<file path="src/hw/rtl/fifs_pkg.sv">
`default_nettype none
// ----------------------------------------------------------------------------
// Feet / inch / fraction split package
// Shared widths, register indexes and the stage-to-stage bundle types.
// ----------------------------------------------------------------------------
package fifs_pkg;

    localparam int FRAC_BITS = 16;
    localparam int PREC_W    = 9;
    localparam int NUM_W     = 9;
    localparam int FEET_W    = 12;
    localparam int WHOLE_W   = 32 - FRAC_BITS;

    // Rounded-up reciprocal of three, scaled by 2^WHOLE_W, for the divide by twelve.
    localparam int RECIP3    = (2 ** WHOLE_W + 2) / 3;

    localparam logic [PREC_W-1:0] PREC_MAX = PREC_W'(256);

    typedef enum logic [0:0] {
        REG_DRAW_SCALE = 1'b0,
        REG_FRAC_PREC  = 1'b1
    } t_reg_idx;

    // Everything the reduction stage needs for one item.
    typedef struct packed {
        logic              neg;
        logic              ovf;
        logic [FEET_W-1:0] feet;
        logic [3:0]        inch;
        logic [NUM_W-1:0]  num;
        logic [PREC_W-1:0] prec;
    } t_split;

endpackage
`default_nettype wire

</file>
<file path="src/hw/rtl/fifs_split.sv">
`default_nettype none
// ----------------------------------------------------------------------------
// Scale and split front end
// Four register stages: magnitude, 32x32 product, saturation and feet/inch
// split by reciprocal multiplication, fraction rounding with carry into inches
// and feet.
// ----------------------------------------------------------------------------
module fifs_split
    import fifs_pkg::*;
(
    input  wire logic              i_clk,
    input  wire logic              i_rst_n,
    input  wire logic              i_valid,
    input  wire logic [31:0]       i_length_in,
    input  wire logic [31:0]       i_scale,
    input  wire logic [PREC_W-1:0] i_prec,
    output logic                   o_valid,
    output t_split                 o_split
);

    // stage 1: magnitude
    logic              r_v1;
    logic              r_neg1;
    logic [32:0]       r_mag1;
    logic [31:0]       r_scale1;
    logic [PREC_W-1:0] r_prec1;
    // stage 2: product
    logic              r_v2;
    logic              r_neg2;
    logic [64:0]       r_prod2;
    logic [PREC_W-1:0] r_prec2;
    // stage 3: saturation and split
    logic                 r_v3;
    logic                 r_neg3;
    logic                 r_ovf3;
    logic                 r_nz3;
    logic [WHOLE_W-1:0]   r_feet3;
    logic [3:0]           r_inch3;
    logic [FRAC_BITS-1:0] r_frac3;
    logic [PREC_W-1:0]    r_prec3;

    logic [PREC_W-1:0]    n_prec;
    logic [64:0]          sm_full;
    logic [31:0]          limit;
    logic                 ovf;
    logic [31:0]          sm;
    logic [WHOLE_W-1:0]   whole;
    logic [WHOLE_W-3:0]   quarter;
    logic [2*WHOLE_W-3:0] feet_prod;
    logic [WHOLE_W-1:0]   feet_d;
    logic [3:0]           inch_d;
    logic [FRAC_BITS+PREC_W:0] rnd;
    logic [NUM_W-1:0]     num;
    logic [WHOLE_W-1:0]   feet_c;
    logic [3:0]           inch_c;
    logic [NUM_W-1:0]     num_c;

    always_comb begin
        if (i_prec == '0) begin
            n_prec = PREC_W'(1);
        end else if (i_prec > PREC_MAX) begin
            n_prec = PREC_MAX;
        end else begin
            n_prec = i_prec;
        end
    end

    always_comb begin
        sm_full = r_prod2 >> FRAC_BITS;
        limit   = r_neg2 ? 32'h8000_0000 : 32'h7FFF_FFFF;
        ovf     = sm_full > 65'(limit);
        sm      = ovf ? limit : sm_full[31:0];
        whole   = sm[31:FRAC_BITS];
    end

    // Feet are a quarter of the whole inches divided by three; the remainder
    // needs only the low four bits of both sides.
    always_comb begin
        quarter   = whole[WHOLE_W-1:2];
        feet_prod = (2*WHOLE_W-2)'(quarter) * (2*WHOLE_W-2)'(RECIP3);
        feet_d    = WHOLE_W'(feet_prod >> WHOLE_W);
        inch_d    = whole[3:0] - (feet_d[3:0] << 3) - (feet_d[3:0] << 2);
    end

    always_comb begin
        rnd = ((FRAC_BITS+PREC_W+1)'(r_frac3) * (FRAC_BITS+PREC_W+1)'(r_prec3))
            + (FRAC_BITS+PREC_W+1)'(1 << (FRAC_BITS-1));
        num    = NUM_W'(rnd >> FRAC_BITS);
        feet_c = r_feet3;
        inch_c = r_inch3;
        num_c  = num;
        if (num >= r_prec3) begin
            num_c = '0;
            if (r_inch3 == 4'd11) begin
                inch_c = '0;
                feet_c = r_feet3 + WHOLE_W'(1);
            end else begin
                inch_c = r_inch3 + 4'd1;
            end
        end
    end

    always_ff @(posedge i_clk) begin
        if (!i_rst_n) begin
            r_v1 <= 1'b0;
            r_v2 <= 1'b0;
            r_v3 <= 1'b0;
            o_valid <= 1'b0;
        end else begin
            r_v1 <= i_valid;
            r_v2 <= r_v1;
            r_v3 <= r_v2;
            o_valid <= r_v3;
        end
    end

    always_ff @(posedge i_clk) begin
        r_neg1   <= i_length_in[31];
        r_mag1   <= i_length_in[31] ? 33'h1_0000_0000 - {1'b0, i_length_in}
                                    : {1'b0, i_length_in};
        r_scale1 <= i_scale;
        r_prec1  <= n_prec;

        r_neg2   <= r_neg1;
        r_prod2  <= r_mag1 * {33'd0, r_scale1};
        r_prec2  <= r_prec1;

        r_neg3   <= r_neg2;
        r_ovf3   <= ovf;
        r_nz3    <= sm != '0;
        r_feet3  <= feet_d;
        r_inch3  <= inch_d;
        r_frac3  <= sm[FRAC_BITS-1:0];
        r_prec3  <= r_prec2;

        o_split.neg  <= r_neg3 && r_nz3;
        o_split.ovf  <= r_ovf3;
        o_split.feet <= (feet_c > WHOLE_W'(4095)) ? FEET_W'(4095) : FEET_W'(feet_c);
        o_split.inch <= inch_c;
        o_split.num  <= num_c;
        o_split.prec <= r_prec3;
    end

endmodule
`default_nettype wire

</file>
<file path="config.mk">
export PLATFORM = sky130hd
export DESIGN_NAME = fifs_split
export DESIGN_NICKNAME = d
export VERILOG_FILES = /design/src/hw/rtl/fifs_pkg.sv /design/src/hw/rtl/fifs_split.sv
export SDC_FILE = /design/constraint.sdc
export NUM_CORES = 2
export LEC_CHECK = 0
export BUFFER_PORTS_ARGS = -buffer_cell sky130_fd_sc_hd__buf_2
export CAP_MARGIN = 20
export CORE_ASPECT_RATIO = 0.9
export CORE_MARGIN = 1
export CORE_UTILIZATION = 55
export DETAILED_ROUTE_END_ITERATION = 8
export PLACE_DENSITY = 0.82
export SYNTH_ARGS = -nofsm -noshare
export SYNTH_HDL_FRONTEND = slang
export SYNTH_SLANG_ARGS = --single-unit
</file>
<file path="constraint.sdc">
create_clock -name i_clk -period 12.8 [get_ports i_clk]
set_input_delay 1.28 -clock i_clk [delete_from_list [all_inputs] [get_ports i_clk]]
set_output_delay 1.28 -clock i_clk [all_outputs]
set_load 0.03 [all_outputs]
</file>
==> metrics.csv <==
metric;value;unit
status;finished, final reports clean;
start_util;0.555;
gp_congestion;0.957;
hold_viol;0;
cp.buffers_inverters;5;
grtUsageTotal;0.292;
htreeDepth;1;
cp_common_cell;fa_1;
critical_path.max_stage_delay;1.01;ns
drc_errors;0;
clock_path_buffers;3;
min_period;8.90;ns
cts_buffers;27;
max_slew_margin;0.288;
tightest_slew;1.07;ns
clkTransAtPathRegs;0.06;ns
fp.dieH;281;um
grt_max_degree;36;
die_area;0.0878;mm^2
routed_via_density;5.54;
drv_slew;0;
rsz0062_at_grt;no;
critical-path-top-delay-family;adder cells;
slowest_stage;dfxtp_1;
io_pins;113;
fin_crit_sh;0.695;
synth_edf_count;0;
ctsResizeCount;0;
die_w;312;um
drt-total-wl;124;mm
antenna_found_initial;1;
rows;102;
async_flop_share;0;
fp.coreArea;0.0859;mm^2
fill_cells;7206;
post-cts-setup-buffer-count;0;
area_growth;5.35;%
synthFlopType;dfxtp_1;
layout-drive-gt1-share;0.0487;
cts_root_buf;clkbuf_16;
wl_per_cell;19.7;um
finalSetupTns;0;ns
worstPathCellList;buf_4, nand2_1, fa_1, inv_1, fa_1, fa_1, fa_1, fa_1, fa_1, fa_1, inv_1, fa_1, inv_1, ha_1, nand2_1, nor3_1, nand4_1, a2111oi_0, buf_2, nand3b_1, nand2_1, o21a_1, o31ai_1, xnor2_1;
first_global_vias;37671;
rrSetupSlack;3.90;ns
insertion_delay;0.65;ns
cp-end-kind;flip-flop;
dpl.hpwl;93.5;mm
first_pass_iters;6;
grt_overflow;0;
drt_iter0_drc;2917;
netlist_area;0.0477;mm^2
vias;34908;
ctsHoldBuffers;0;
grt_pass1_wl;200;mm
max-cap-violations;0;
synth_top_area_frac;0.453;
ys_types;67;
ys_seq_area_frac;0.0920;
startpoint_type;flip-flop;
synth_area_leaders;fa_1, ha_1, inv_1;
path_class;reg -> reg;
fin_worst_skew;0.0542;ns
cts.sinks;219;
critPathArrivalTime;9.42;ns
finalSetupViolations;0;
hold_path.class;reg -> reg;
nets;6745;
clock.fmax;112;MHz
syn_nets;6780;
required;13.32;ns
portBuffers;112;
syn_inst;5166;
critPathMaxFanout;19;
yosysWarningCount;0;
ant_nets;0;
synth_seq_cells;219;
synth.avg_cell_area;9.22;um^2
yosys.area.top_type;fa_1;
cts_tree;yes;
==> cells by family after synthesis <==
group / synth area share
compound gates: 0.0449
xor+xnor: 0.0218
fa+ha+maj: 0.574
buf+inv: 0.115
flops: 0.0920
mux: 0.00113
other cells: 0.0000787
simple gates: 0.151
==> cell usage after synthesis, types with 27 or more instances <==
master and number:
ha_1 460, a21oi_1 90, xnor2_1 85, xor2_1 31, clkbuf_1 233, a21o_1 67
nand4_1 27, dfxtp_1 219, fa_1 1078, nand2_1 818, and2_1 469, nand3_1 30
inv_1 1223, nor2_1 55, o21ai_0 51
==> worst paths after layout <==
| kind | cells past startpoint | endpoint | start |
|---|---|---|---|
| worst max register to register | 24 | r_prod2[62]$_DFF_P_ | r_scale1[17]$_DFF_P_ |
| worst max-delay path | 24 | r_prod2[62]$_DFF_P_ | r_scale1[17]$_DFF_P_ |
| worst min register to register | 0 | r_prec2[3]$_DFF_P_ | r_prec1[3]$_SDFF_PP0_ |
| worst min-delay path | 0 | r_prec2[3]$_DFF_P_ | r_prec1[3]$_SDFF_PP0_ |
==> final cells by class <==
type | count | area (um^2) | share of cell area
flip-flops and latches | 219 | 4400 | 0.0876
well taps | 1144 | 1430 | 0.0285
clock inverters | 19 | 238 | 0.00474
clock buffers | 31 | 711 | 0.0142
inverters | 1223 | 4590 | 0.0914
diodes | 2 | 5.00 | 0.0000997
repair buffers | 175 | 1050 | 0.0209
multi-input cells | 3485 | 37800 | 0.753
==> sequential cells by signal, summed over array words and instances, names as in the netlist, 4 cells and up <==
| name | flops |
|---|---|
| o_split | 36 |
| r_scale1 | 32 |
| r_feet3 | 13 |
| r_prec3 | 9 |
| r_mag1 | 33 |
| r_frac3 | 16 |
| r_prod2 | 49 |
| r_prec2 | 9 |
| r_inch3 | 4 |
| r_prec1 | 9 |
==> placed cells by master (no fill, tap or decap), types with 7 or more instances in the layout <==
master	instances
a21oi_1	90
o21a_1	13
o211ai_1	9
xnor2_1	85
xor2_1	31
nor3_1	23
o31ai_1	10
nand4_1	27
o21bai_1	16
fa_1	1078
nand2_1	818
inv_1	1223
dfxtp_1	210
ha_1	460
a31oi_1	13
and2_1	469
nor4_1	14
nor3b_1	7
buf_4	61
buf_2	113
o21ai_0	51
nor2_1	55
a21o_1	67
dfxtp_2	9
and3_1	14
nand3_1	30
nand2b_1	10
clkbuf_16	27
==> routing by layer <==
layer  wire length, um  track usage  part of all wire  up-vias
li1                  -            -                 -    15131
met1             46900        0.372              0.38    17420
met2             55800        0.464              0.45     1966
met3             15200       0.0888              0.12      391
met4              5950        0.116             0.048        0
met5                 0            0                 0        -
==> metrics by stage <==
step                cell area, um^2  cells  utilization  worst slack (ns)  hold WS (ns)
detailed placement            49200   6245        0.573              4.14         0.312
finish                        50200   6298        0.584              3.90         0.321
floorplan                     47700   5166            -              5.05         0.310
CTS                           50200   6295        0.584              4.08         0.322
global placement              49200   6244        0.573              3.61         0.312
global route                  50200   6296        0.584              3.69         0.331
==> worst reg2reg max path: stages, from the launching register on <==
cell and delay (ns):
dfxtp_1 1.01, buf_4 0.45, nand2_1 0.13, fa_1 0.56
inv_1 0.06, fa_1 0.56, fa_1 0.45, fa_1 0.49
fa_1 0.54, fa_1 0.43, fa_1 0.50, inv_1 0.06
fa_1 0.58, inv_1 0.07, ha_1 0.36, nand2_1 0.12
nor3_1 0.38, nand4_1 0.26, a2111oi_0 0.51, buf_2 0.24
nand3b_1 0.17, nand2_1 0.15, o21a_1 0.24, o31ai_1 0.30
xnor2_1 0.17
Power is left out: the tool's default activity adds up to more than one toggle a clock period on the data nets, which glitch-free logic cannot reach.
