===== src/hw/rtl/fifs_pkg.sv =====
`default_nettype none
// ----------------------------------------------------------------------------
// Feet / inch / fraction split package
// Shared widths, register indexes and the stage-to-stage bundle types.
// ----------------------------------------------------------------------------
package fifs_pkg;

    localparam int FRAC_BITS = 16;
    localparam int PREC_W    = 9;
    localparam int NUM_W     = 9;
    localparam int FEET_W    = 12;
    localparam int WHOLE_W   = 32 - FRAC_BITS;

    // Rounded-up reciprocal of three, scaled by 2^WHOLE_W, for the divide by twelve.
    localparam int RECIP3    = (2 ** WHOLE_W + 2) / 3;

    localparam logic [PREC_W-1:0] PREC_MAX = PREC_W'(256);

    typedef enum logic [0:0] {
        REG_DRAW_SCALE = 1'b0,
        REG_FRAC_PREC  = 1'b1
    } t_reg_idx;

    // Everything the reduction stage needs for one item.
    typedef struct packed {
        logic              neg;
        logic              ovf;
        logic [FEET_W-1:0] feet;
        logic [3:0]        inch;
        logic [NUM_W-1:0]  num;
        logic [PREC_W-1:0] prec;
    } t_split;

endpackage
`default_nettype wire


===== src/hw/rtl/fifs_gcd.sv =====
`default_nettype none
// ----------------------------------------------------------------------------
// Fraction reduction
// Twenty-step binary GCD pipeline (one subtract-and-shift step per stage) and
// a restoring divide of numerator and denominator by the GCD, one quotient
// bit per stage.
// ----------------------------------------------------------------------------
module fifs_gcd
    import fifs_pkg::*;
(
    input  wire logic              i_clk,
    input  wire logic              i_rst_n,
    input  wire logic              i_valid,
    input  t_split                 i_split,
    output logic                   o_valid,
    output t_split                 o_split
);

    // Values fit in 9 bits; both operands are scaled down by their common
    // power of two first, then a binary GCD finishes on the odd part.
    localparam int GS = 2 * NUM_W + 2;
    localparam int DS = PREC_W;

    typedef struct packed {
        t_split            s;
        logic [NUM_W-1:0]  a;
        logic [NUM_W-1:0]  b;
        logic [3:0]        k;
    } t_gst;

    typedef struct packed {
        t_split            s;
        logic [PREC_W-1:0] g;
        logic [2*PREC_W-1:0] rn;
        logic [2*PREC_W-1:0] rd;
        logic [NUM_W-1:0]  qn;
        logic [PREC_W-1:0] qd;
    } t_dst;

    logic [GS:0] r_gv;
    t_gst        r_g [GS+1];
    t_gst        n_g [GS];
    logic [DS:0] r_dv;
    t_dst        r_d [DS+1];
    t_dst        n_d [DS];

    always_comb begin
        for (int i = 0; i < GS; i++) begin
            n_g[i] = r_g[i];
            if (r_g[i].a != '0 && r_g[i].b != '0) begin
                if (!r_g[i].a[0] && !r_g[i].b[0]) begin
                    n_g[i].a = r_g[i].a >> 1;
                    n_g[i].b = r_g[i].b >> 1;
                    n_g[i].k = r_g[i].k + 4'd1;
                end else if (!r_g[i].a[0]) begin
                    n_g[i].a = r_g[i].a >> 1;
                end else if (!r_g[i].b[0]) begin
                    n_g[i].b = r_g[i].b >> 1;
                end else if (r_g[i].a >= r_g[i].b) begin
                    n_g[i].a = (r_g[i].a - r_g[i].b) >> 1;
                end else begin
                    n_g[i].b = (r_g[i].b - r_g[i].a) >> 1;
                end
            end
        end
    end

    always_comb begin
        for (int i = 0; i < DS; i++) begin
            n_d[i] = r_d[i];
            n_d[i].rn = r_d[i].rn << 1;
            n_d[i].rd = r_d[i].rd << 1;
            if ((r_d[i].rn << 1) >= ({{PREC_W{1'b0}}, r_d[i].g} << PREC_W)) begin
                n_d[i].rn = (r_d[i].rn << 1) - ({{PREC_W{1'b0}}, r_d[i].g} << PREC_W);
                n_d[i].qn = NUM_W'({r_d[i].qn, 1'b1});
            end else begin
                n_d[i].qn = NUM_W'({r_d[i].qn, 1'b0});
            end
            if ((r_d[i].rd << 1) >= ({{PREC_W{1'b0}}, r_d[i].g} << PREC_W)) begin
                n_d[i].rd = (r_d[i].rd << 1) - ({{PREC_W{1'b0}}, r_d[i].g} << PREC_W);
                n_d[i].qd = PREC_W'({r_d[i].qd, 1'b1});
            end else begin
                n_d[i].qd = PREC_W'({r_d[i].qd, 1'b0});
            end
        end
    end

    always_ff @(posedge i_clk) begin
        if (!i_rst_n) begin
            r_gv    <= '0;
            r_dv    <= '0;
            o_valid <= 1'b0;
        end else begin
            r_gv    <= {r_gv[GS-1:0], i_valid};
            r_dv    <= {r_dv[DS-1:0], r_gv[GS]};
            o_valid <= r_dv[DS];
        end
    end

    always_ff @(posedge i_clk) begin
        r_g[0].s <= i_split;
        r_g[0].a <= i_split.num;
        r_g[0].b <= i_split.prec;
        r_g[0].k <= '0;
        for (int i = 0; i < GS; i++) begin
            r_g[i+1] <= n_g[i];
        end
        r_d[0].s  <= r_g[GS].s;
        r_d[0].g  <= PREC_W'((r_g[GS].a | r_g[GS].b) << r_g[GS].k);
        r_d[0].rn <= (2*PREC_W)'(r_g[GS].s.num);
        r_d[0].rd <= (2*PREC_W)'(r_g[GS].s.prec);
        r_d[0].qn <= '0;
        r_d[0].qd <= '0;
        for (int i = 0; i < DS; i++) begin
            r_d[i+1] <= n_d[i];
        end
        o_split <= r_d[DS].s;
        if (r_d[DS].s.num == '0) begin
            o_split.num  <= '0;
            o_split.prec <= PREC_W'(1);
        end else begin
            o_split.num  <= r_d[DS].qn;
            o_split.prec <= r_d[DS].qd;
        end
    end

endmodule
`default_nettype wire


===== config.mk =====
export PLATFORM = sky130hd
export DESIGN_NAME = fifs_gcd
export DESIGN_NICKNAME = d
export VERILOG_FILES = /design/src/hw/rtl/fifs_pkg.sv /design/src/hw/rtl/fifs_gcd.sv
export SDC_FILE = /design/constraint.sdc
export NUM_CORES = 2
export LEC_CHECK = 0
export BUFFER_PORTS_ARGS = -buffer_cell sky130_fd_sc_hd__buf_2
export CAP_MARGIN = 25
export CORE_MARGIN = 3
export CORE_UTILIZATION = 32
export DETAILED_ROUTE_END_ITERATION = 6
export GPL_ROUTABILITY_DRIVEN = 0
export SKIP_LAST_GASP = 1
export SLEW_MARGIN = 30
export SYNTH_ARGS = -nofsm -noshare
export SYNTH_HDL_FRONTEND = slang
export SYNTH_SLANG_ARGS = --single-unit

===== constraint.sdc =====
create_clock -name i_clk -period 3.6 [get_ports i_clk]
set_input_delay 0.18 -clock i_clk [delete_from_list [all_inputs] [get_ports i_clk]]
set_output_delay 0.18 -clock i_clk [all_outputs]
set_load 0.02 [all_outputs]

==> out/metrics.cfg <==
[final_layout]
nNetsFinal=7798
regArea_mm2=0.0375
drive_above_1_share_pct=8.05
instances_no_fill=10318
area_delta_synth_final_pct=15.6
multi_input_comb_area_mm2=0.0316
nFillCells=21767
final_util_pct=37.3

[global_route]
grt_pass1_wl_mm=254
grt_pass1_vias=49638
grt_overflow=0
antenna_found_initial=5
grt_max_degree=33
grt_use_total_pct=13.2

[yosys]
synth-edff-count=0
synthArstFlopShare_pct=0
synthSimpleGateAreaFrac_pct=11.2
yosys_warnings=0
synth_area_mm2=0.0719
synth.largest_area_cell=dfxtp_1
yosysTopAreaCellShare_pct=52.1
avgSynthCellArea_um2=10.3
syn_inst=7003
synth_fa_ha_area_share_pct=10.7
synth-main-ff-cell=dfxtp_1
yosys.cell_types.count=95
ys_seq_elements=1872
seq_area_frac_synth_pct=52.1
synth_top_family_by_area=compound AO/OA/AOI/OAI gates
synth_compound_area_share_pct=15.8
synthMuxAreaShare_pct=2.09
synthXorXnorAreaFrac_pct=4.17
synth_nets=7622
synth.area.top_cells=dfxtp_1 52%, ha_1 9.2%, xnor2_1 2.9%

[sta]
setup_violations=0
whs_ns=0.291
layout_min_cycle_time_ns=3.02
clock-skew-final_ns=0.0511
setup_tns_ns=0
finalMaxSlewViolations=0
clock.fmax_mhz=331
worst_pin_slew_ns=0.922
hold_violations=0
timing.final.crit_share_pct=83.9
rsz0062_at_grt=false
max_slew_margin_pct=38.1

[run]
cap_violations=0

[min_path]
hold_path_class=flip-flop to flip-flop
holdPathStages=0

[worst_setup_path]
crit_fanout=14
max_stage_delay_ns=0.66
critPathMostFrequentCell=a21oi_1
critPathSlowestCell=a21oi_1
cp.arrival_ns=3.78
cp-end-kind=flip-flop
crit_type=flip-flop to flip-flop
critPathLaunchType=flip-flop
cp.required_ns=4.36
r2r_cells=9
worstPathCellList=inv_1 > ha_1 > nor2b_1 > o31a_1 > o21ai_1 > a21oi_1 > a21boi_0 > a21oi_1 > nand3b_1

[clocking]
clock_latency_ns=0.82
cts_buffers=193
clock_sinks=1872
htree_levels=4
cts-root-buf=clkbuf_16
clkTransAtPathRegs_ns=0.07
cts_tree=done
clock_path_buffers=3
cts-resized-gates=0

[power_and_ir_drop]
seqPwrFrac_pct=31.8
p_leak_nw=36.0
clockPowerShare_pct=23.0
intPower_mw=54.3
power_mw=90.5
switching_share_pct=40.0
p_switching_mw=36.2
power.density_mw_per_mm2=1090
p_comb_share_pct=45.2
peakVddDrop_v=0.000674

[drt]
wl_per_cell_um=15.1
post-route-drc-count=3
finalWirelength_mm=156
ant_nets=0
viasPerCell=4.91
initialDrtViolationCount=4360
first_pass_iters=7
vias=50622

[floorplan]
die-area_mm2=0.230
die_h_um=480
io_pins=76
die_w_um=480
core_mm2=0.223
rows=173
initial_core_util_pct=32.3

[placed_design]
dpl.hpwl_mm=114
io_buffers=75
placed_cells=9884

[outcome]
violations=design-rule violations
outcome=finished, violations left

[layout make-up]
type / instances / area share [%]
Inverter: 546 / 2.47
Antenna cell: 1 / 0.00301
Sequential cell: 1872 / 45.1
Multi-Input combinational cell: 4382 / 38.0
Clock inverter: 104 / 1.87
Clock buffer: 254 / 6.41
Timing Repair Buffer: 184 / 1.66
Tap cell: 2975 / 4.48
[logic make-up after synthesis]
family | after synthesis
AOI/OAI and AO/OA | 1698
buffers and inverters | 749
and+or+nand+nor | 1624
muxes | 138
xor gates and xnor gates | 342
adders and majority gates | 580
DFF | 1872
[registers in the layout, summed over array words and instances (netlist names)]
register and count:
r_g 1190, o_split 36, r_gv 21, r_d 614
r_dv 10, o_valid 1
[layer usage]
metal  wire length [um]  global-route usage (%)
met1              70200                    17.2
met3              10500                    2.64
met4               6110                    5.62
met5                  0                       0
met2              69500                    21.1
[metrics by stage]
| step | setup slack (ns) | cell area (um2) |
|---|---|---|
| after floorplan | 0.970 | 71900 |
| after global placement | 0.567 | 75400 |
| after detailed placement | 0.577 | 75400 |
| after CTS | 0.552 | 83100 |
| after global routing | 0.315 | 83100 |
| final | 0.578 | 83100 |
[synth_stat cells, drive strengths merged, types with 16 or more instances]
cell	number
o21bai	17
and2	91
nand2	311
or2	19
xnor2	238
dfxtp	1872
nor2	456
a211o	16
a221o	33
fa	54
a221oi	30
o221ai	16
a311oi	27
a32oi	18
and3	35
mux2	88
o31a	22
clkbuf	153
inv	545
buf	50
o21ai	372
mux2i	49
o31ai	24
a21boi	35
nand3	106
o2111ai	18
nor4	62
nand2b	66
nor2b	150
a21o	127
o41ai	32
a22oi	34
a31oi	79
or3	19
a21oi	399
ha	526
o21a	66
o211ai	35
nand4	61
o22ai	99
a211oi	53
nor3	184
xor2	104
[cells in the final DEF, fill, tap and decap left out, types with 75 or more instances in the layout]
master | synthesis | routed
clkbuf_16 | 0 | 193
xnor2_1 | 238 | 238
dfxtp_1 | 1872 | 1872
o22ai_1 | 98 | 98
o21ai_0 | 360 | 360
a21o_1 | 127 | 127
xor2_1 | 104 | 104
buf_2 | 43 | 75
mux2_2 | 88 | 88
a31oi_1 | 78 | 78
nand2_1 | 310 | 310
nor2_1 | 455 | 455
nand3_1 | 106 | 106
ha_1 | 526 | 526
and2_1 | 89 | 89
dlygate4sd3_1 | 0 | 75
nor3_1 | 180 | 180
nor2b_1 | 150 | 150
a21oi_1 | 387 | 386
inv_1 | 545 | 545
[path summary, 6_finish.rpt]
kind                                          from                 end  slack [ns]
worst min register to register   r_d[5][2]$_DFF_P_   r_d[6][3]$_DFF_P_        0.29
worst max-delay path            r_g[0][31]$_DFF_P_  r_g[0][65]$_DFF_P_        0.58
worst max register to register  r_g[0][31]$_DFF_P_  r_g[0][65]$_DFF_P_        0.58
worst min-delay path             r_d[5][2]$_DFF_P_   r_d[6][3]$_DFF_P_        0.29
[what timing repair did]
action	CTS	global route
setup buffers	0	0
hold endpoints to repair	68	0
hold buffers	75	0
[power groups by stage]
| stage | Sequential, mW | Clock, mW | Combinational (mW) |
|---|---|---|---|
| after floorplan | 27.2 | 0 | 31.4 |
| after global placement | 29.0 | 0 | 39.4 |
| after detailed placement | 29.0 | 0 | 39.9 |
| after CTS | 28.6 | 21.6 | 40.3 |
| after global routing | 29.1 | 22.5 | 45.3 |
| final | 28.7 | 20.8 | 40.9 |
[worst max-delay path: cells and delay by family, from the launching register on]
kind / cells / cell delay (ns)
buffers and inverters: 1 / 0.24
adders and majority gates: 1 / 0.28
DFF: 1 / 0.64
AOI/OAI and AO/OA: 5 / 1.50
and+or+nand+nor: 2 / 0.30
Power figures use the tool's default switching activity.
